$ cat config.mk
export PLATFORM = sky130hd
export DESIGN_NAME = ppr_cell
export DESIGN_NICKNAME = d
export VERILOG_FILES = /design/src/rtl/ppr_pkg.sv /design/src/rtl/ppr_cell.sv
export SDC_FILE = /design/constraint.sdc
export NUM_CORES = 1
export LEC_CHECK = 0
export BUFFER_PORTS_ARGS = -buffer_cell sky130_fd_sc_hd__buf_2
export CELL_PAD_IN_SITES_DETAIL_PLACEMENT = 1
export CELL_PAD_IN_SITES_GLOBAL_PLACEMENT = 2
export CORE_ASPECT_RATIO = 1.1
export CORE_MARGIN = 8
export CORE_UTILIZATION = 26
export DETAILED_ROUTE_END_ITERATION = 10
export GPL_ROUTABILITY_DRIVEN = 0
export HOLD_SLACK_MARGIN = 0.15
export PLACE_DENSITY = 0.86
export SYNTH_ARGS = -nofsm -noshare
export SYNTH_HDL_FRONTEND = slang
export SYNTH_SLANG_ARGS = --single-unit
$ cat constraint.sdc
create_clock -name clk_i -period 1.8 [get_ports clk_i]
set_clock_uncertainty 0.15 [all_clocks]
set_input_delay 0 -clock clk_i [delete_from_list [all_inputs] [get_ports clk_i]]
set_output_delay 0 -clock clk_i [all_outputs]
set_load 0.05 [all_outputs]
$ cat src/rtl/ppr_pkg.sv
// Types and constants of the point-in-polygon ray-cast block.
`timescale 1ns / 1ps
package ppr_pkg;

  localparam int CoordW = 12;
  localparam int AngW   = 16;
  localparam int RotW   = 29;
  localparam int DifW   = 30;
  localparam int PrdW   = 60;
  localparam int CfgIdxW = 1;

  localparam logic [1:0] ACT_CLEAR = 2'd0;
  localparam logic [1:0] ACT_ADD   = 2'd1;
  localparam logic [1:0] ACT_TEST  = 2'd2;

  localparam logic [CfgIdxW-1:0] REG_COS = 1'd0;
  localparam logic [CfgIdxW-1:0] REG_SIN = 1'd1;

  localparam logic signed [AngW-1:0] COS_RESET = 16'sd32480;
  localparam logic signed [AngW-1:0] SIN_RESET = -16'sd4337;

  typedef struct packed {
    logic [1:0]               action;
    logic signed [CoordW-1:0] pos_x;
    logic signed [CoordW-1:0] pos_y;
    logic                     side_bit;
  } item_t;

  typedef struct packed {
    logic inside_res;
    logic store_full;
  } res_t;

  typedef struct packed {
    logic signed [CoordW-1:0] y;
    logic signed [CoordW-1:0] x;
  } vtx_t;

  typedef struct packed {
    logic vld;
    logic first;
  } tag_t;

  typedef struct packed {
    logic signed [RotW-1:0] xr;
    logic signed [RotW-1:0] yr;
    tag_t                   tag;
  } rot_t;

endpackage

$ cat src/rtl/ppr_cell.sv
// One vertex cell of the polygon ring.
`timescale 1ns / 1ps
module ppr_cell
  import ppr_pkg::*;
(
  input  logic clk_i,
  input  logic shift_i,
  input  logic rot_i,
  input  vtx_t prev_i,
  input  vtx_t next_i,
  output vtx_t vtx_o
);

  vtx_t vtx_q;

  // shift pushes a new vertex in at the head; rot hands the ring one step back
  always_ff @(posedge clk_i) begin
    if (shift_i) begin
      vtx_q <= prev_i;
    end else if (rot_i) begin
      vtx_q <= next_i;
    end
  end

  assign vtx_o = vtx_q;

endmodule

==> flow_metrics.env, run 1 <==
export IMPL_largest_register_ffs=24
export IMPL_die_w_um=78.6
export IMPL_netSwitchingFraction_pct=31.8
export IMPL_dr_first_iter_drc_count=26
export IMPL_holdBufCountCts=48
export IMPL_drt_total_wl_um=3810
export IMPL_finalSetupViolCount=0
export IMPL_io_buffer_count=74
export IMPL_final_common_cell="buf_2"
export IMPL_cts_tree="built"
export IMPL_via_per_inst=4.08
export IMPL_p_per_area_mw_per_mm2=756
export IMPL_ys_seq_area_share_pct=64.4
export IMPL_layout_common_cells="74 x buf_2, 48 x dlygate4sd3_1, 24 x edfxtp_1"
export IMPL_cts_root_buf="clkbuf_8"
export IMPL_final_setup_tns_ps=0
export IMPL_grt_setup_unrepaired="no"
export IMPL_leakagePower_uw=0.000951
export IMPL_path_cells="dlygate4sd3_1 -> buf_2 -> mux2_4 -> dlygate4sd3_1"
export IMPL_slew_headroom_pct=79.9
export IMPL_placed_cell_area_mm2=0.00153
export IMPL_grt_max_degree=25
export IMPL_ir_worst_vdd_v=0.000283
export IMPL_avgSynthCellArea_um2=21.5
export IMPL_syn_area_mm2=0.00112
export IMPL_cts_buffers=3
export IMPL_dieArea_mm2=0.00667
export IMPL_p_sw_uw=495
export IMPL_vias=955
export IMPL_cp_slowest_cell="dlygate4sd3_1"
export IMPL_die_y_um=84.8
export IMPL_drc=0
export IMPL_power_frac_comb_pct=34.6
export IMPL_required_ps=1670
export IMPL_synthCells=52
export IMPL_cpMostUsedCell="dlygate4sd3_1"
export IMPL_finalMaxSlewViolations=0
export IMPL_grt_usage_pct=11.0
export IMPL_crit_type="primary input to register"
export IMPL_cp_max_fo=2
export IMPL_stdcell_area_mm2=0.00206
export IMPL_area_growth_synth_to_final_pct=83.9
export IMPL_fp_row_count=25
export IMPL_drive_above_1_share_pct=58.4
export IMPL_clk_pin_slew_ps=90
export IMPL_min_period_ps=1620
export IMPL_crit_path_start_kind="primary input"
export IMPL_syn_nets=103
export IMPL_worst_pin_slew_ps=301
export IMPL_grt_antenna_before_repair=2
export IMPL_cts_sinks=24
export IMPL_hold_violations=0
export IMPL_outcome="finished clean"
export IMPL_htree_levels=1
export IMPL_worst_setup_path_end_kind="register"
export IMPL_ant_nets=0
export IMPL_max_freq_mhz=617
export IMPL_period_share_pct=90.1
export IMPL_max_cap_violations=0
export IMPL_gr_total_overflow=0
export IMPL_power_share_clock_pct=20.4
export IMPL_ys_ff_latch=24
export IMPL_nets=230
export IMPL_power_internal_uw=1060
export IMPL_synth_warnings=0
export IMPL_ys_types=6
export IMPL_post_cts_buffers=0
export IMPL_clockBufferDepth=2
export IMPL_arrival_ps=1490
export IMPL_cts_resized_gates=0
export IMPL_hp_class="primary input to register"
export IMPL_io_pins=75
export IMPL_grt_pass1_vias=1097
export IMPL_wl_per_cell_um=16.3
export IMPL_sequentialPowerShare_pct=45.1
export IMPL_start_util_pct=26.5
export IMPL_grt_pass1_wl_um=5640
export IMPL_core_area_mm2=0.00422
export IMPL_cpPeakStageDelay_ps=560
export IMPL_firstDrtPassIters=4
[layout make-up]
| type | instances | area, µm² |
|---|---|---|
| multi-input combinational | 25 | 348 |
| sequential | 24 | 721 |
| tap | 54 | 67.6 |
| timing repair buffer | 125 | 873 |
| antenna | 2 | 5.00 |
| fill | 461 | 2160 |
| clock inverter | 1 | 3.75 |
| clock buffer | 3 | 41.3 |
[power by group through the flow]
stage | sequential [µW] | clock (µW) | combinational (µW)
floorplan | 935 | 0 | 95.0
global placement | 710 | 0 | 431
detailed placement | 714 | 0 | 438
CTS | 701 | 321 | 536
global route | 707 | 341 | 561
finish | 701 | 317 | 538
[final timing paths]
check | from | to | slack, ps | depth (start not counted)
min | rot_i | vtx_o[16] | 240 | 3
max | prev_i[20] | vtx_o[20] | 180 | 4
[worst max-delay path, delay by kind of cell]
kind	cells	cell delay, ps
multiplexers	1	250
buffers and inverters	3	1240
[per-stage QoR]
step	total power [µW]	hold slack (ps)	instances	setup slack, ps	util, %
after floorplan	1030	67.5	52	423	-
after global placement	1140	153	180	730	36.2
after detailed placement	1150	155	180	685	36.2
after CTS	1560	245	232	195	48.7
after global routing	1610	273	234	152	48.8
final	1560	236	234	178	48.8
[cells in the mapped netlist]
master | number | share of area [%]
mux2_2 | 5 | 5.0
or2_1 | 1 | 0.56
buf_6 | 1 | 1.0
buf_12 | 2 | 3.6
edfxtp_1 | 24 | 64
mux2_4 | 19 | 25
[per-layer routing]
metal / routed length, µm / global-route usage (%) / share of wire [%]
met5: 0 / 0 / 0
met4: 71 / 5.90 / 1.9
met3: 196 / 1.90 / 5.1
met2: 2470 / 24.1 / 65
met1: 1080 / 8.22 / 28
[cells by family after synthesis]
| logic type | synth area share [%] |
|---|---|
| multiplexers | 30.5 |
| flip-flops | 64.4 |
| buffers and inverters | 4.58 |
| AND/OR/NAND/NOR | 0.559 |
(Power assumes the default switching activity.)
==> inputs of run 2 (changes only) <==
--- a/config.mk
+++ b/config.mk
@@ -11,6 +11,7 @@
 export CORE_ASPECT_RATIO = 1.1
 export CORE_MARGIN = 8
 export CORE_UTILIZATION = 26
+export CTS_BUF_LIST = sky130_fd_sc_hd__clkbuf_16
 export DETAILED_ROUTE_END_ITERATION = 10
 export GPL_ROUTABILITY_DRIVEN = 0
 export HOLD_SLACK_MARGIN = 0.15
==> flow_metrics.env, run 2 (synthesis results as in run 1) <==
export IMPL_outcome="finished clean"
export IMPL_gr_total_overflow=0
export IMPL_required_ps=1650
export IMPL_drc=0
export IMPL_cts_buffers=3
export IMPL_slew_headroom_pct=79.7
export IMPL_power_internal_uw=1210
export IMPL_holdBufCountCts=48
export IMPL_worst_setup_path_end_kind="register"
export IMPL_p_per_area_mw_per_mm2=817
export IMPL_crit_type="primary input to register"
export IMPL_stdcell_area_mm2=0.00209
export IMPL_crit_path_start_kind="primary input"
export IMPL_dr_first_iter_drc_count=22
export IMPL_start_util_pct=26.5
export IMPL_area_growth_synth_to_final_pct=86.5
export IMPL_final_common_cell="buf_2"
export IMPL_placed_cell_area_mm2=0.00153
export IMPL_grt_pass1_wl_um=5570
export IMPL_fp_row_count=25
export IMPL_final_setup_tns_ps=0
export IMPL_max_cap_violations=0
export IMPL_hold_violations=0
export IMPL_drive_above_1_share_pct=58.4
export IMPL_cpPeakStageDelay_ps=570
export IMPL_leakagePower_uw=0.000966
export IMPL_power_share_clock_pct=27.4
export IMPL_vias=951
export IMPL_io_buffer_count=74
export IMPL_cp_max_fo=1
export IMPL_cts_tree="built"
export IMPL_clk_pin_slew_ps=60
export IMPL_grt_max_degree=25
export IMPL_n_antenna_cell=0
export IMPL_drt_total_wl_um=3650
export IMPL_clockBufferDepth=2
export IMPL_core_area_mm2=0.00422
export IMPL_max_freq_mhz=611
export IMPL_cp_slowest_cell="dlygate4sd3_1"
export IMPL_min_period_ps=1640
export IMPL_netSwitchingFraction_pct=29.2
export IMPL_die_y_um=84.8
export IMPL_cts_sinks=24
export IMPL_arrival_ps=1490
export IMPL_finalSetupViolCount=0
export IMPL_wl_per_cell_um=15.7
export IMPL_path_cells="dlygate4sd3_1 -> buf_2 -> mux2_4 -> dlygate4sd3_1"
export IMPL_p_sw_uw=498
export IMPL_io_pins=75
export IMPL_htree_levels=1
export IMPL_grt_antenna_before_repair=0
export IMPL_period_share_pct=90.9
export IMPL_via_per_inst=4.10
export IMPL_die_w_um=78.6
export IMPL_nets=230
export IMPL_cts_root_buf="clkbuf_16"
export IMPL_grt_pass1_vias=1077
export IMPL_min_path_cells=3
export IMPL_dieArea_mm2=0.00667
export IMPL_cpMostUsedCell="dlygate4sd3_1"
export IMPL_grt_setup_unrepaired="no"
export IMPL_worst_pin_slew_ps=304
export IMPL_cts_resized_gates=0
export IMPL_hp_class="primary input to register"
export IMPL_firstDrtPassIters=5
export IMPL_largest_register_ffs=24
export IMPL_sequentialPowerShare_pct=41.1
export IMPL_finalMaxSlewViolations=0
export IMPL_post_cts_buffers=0
export IMPL_ir_worst_vdd_v=0.000324
export IMPL_grt_usage_pct=10.8
export IMPL_ant_nets=0
export IMPL_layout_common_cells="74 x buf_2, 48 x dlygate4sd3_1, 24 x edfxtp_1"
export IMPL_power_frac_comb_pct=31.5
[run 2: cell types whose count changed in the layout (fill, tap and decap cells not counted), sizes merged]
| cell | before | now |
|---|---|---|
| diode | 2 | 0 |
[run 2: worst paths after layout]
check,from,to,slack (ps)
hold / removal,rot_i,vtx_o[15],260
setup / recovery,next_i[17],vtx_o[17],160
[run 2: power groups by stage]
stage | Combinational [µW] | Sequential (µW) | Clock (µW)
2_1_floorplan | 95.0 | 935 | 0
3_3_place_gp | 431 | 710 | 0
3_5_place_dp | 438 | 714 | 0
4_1_cts | 536 | 702 | 476
5_1_grt | 560 | 707 | 503
6_report | 537 | 702 | 467
[run 2: critical path: cells and delay by family]
kind	cells	cell delay (ps)
mux	1	260
buf+inv	3	1220
[run 2: cell type report]
type                       count  area [µm²]
multi-input combinational     25         348
clock inverter                 1        3.75
fill                         457        2130
sequential                    24         721
clock buffer                   3        75.1
tap                           54        67.6
timing repair buffer         125         873
[run 2: per-layer routing]
layer / vias to the layer above / track usage, % / share of wire (%)
met2: 29 / 24.1 / 65
li1: 455 / - / -
met1: 465 / 8.29 / 29
met4: 0 / 3.54 / 0.93
met5: - / 0 / 0
met3: 2 / 2.22 / 5.2
[run 2: metrics by stage]
step                total power, µW  utilization (%)  std cells  hold slack, ps  setup WS, ps
finish                         1710             49.5        232             256           164
global route                   1770             49.5        232             285           138
CTS                            1710             49.5        232             260           179
detailed placement             1150             36.2        180             155           685
global placement               1140             36.2        180             153           730
floorplan                      1030                -         52            67.5           423
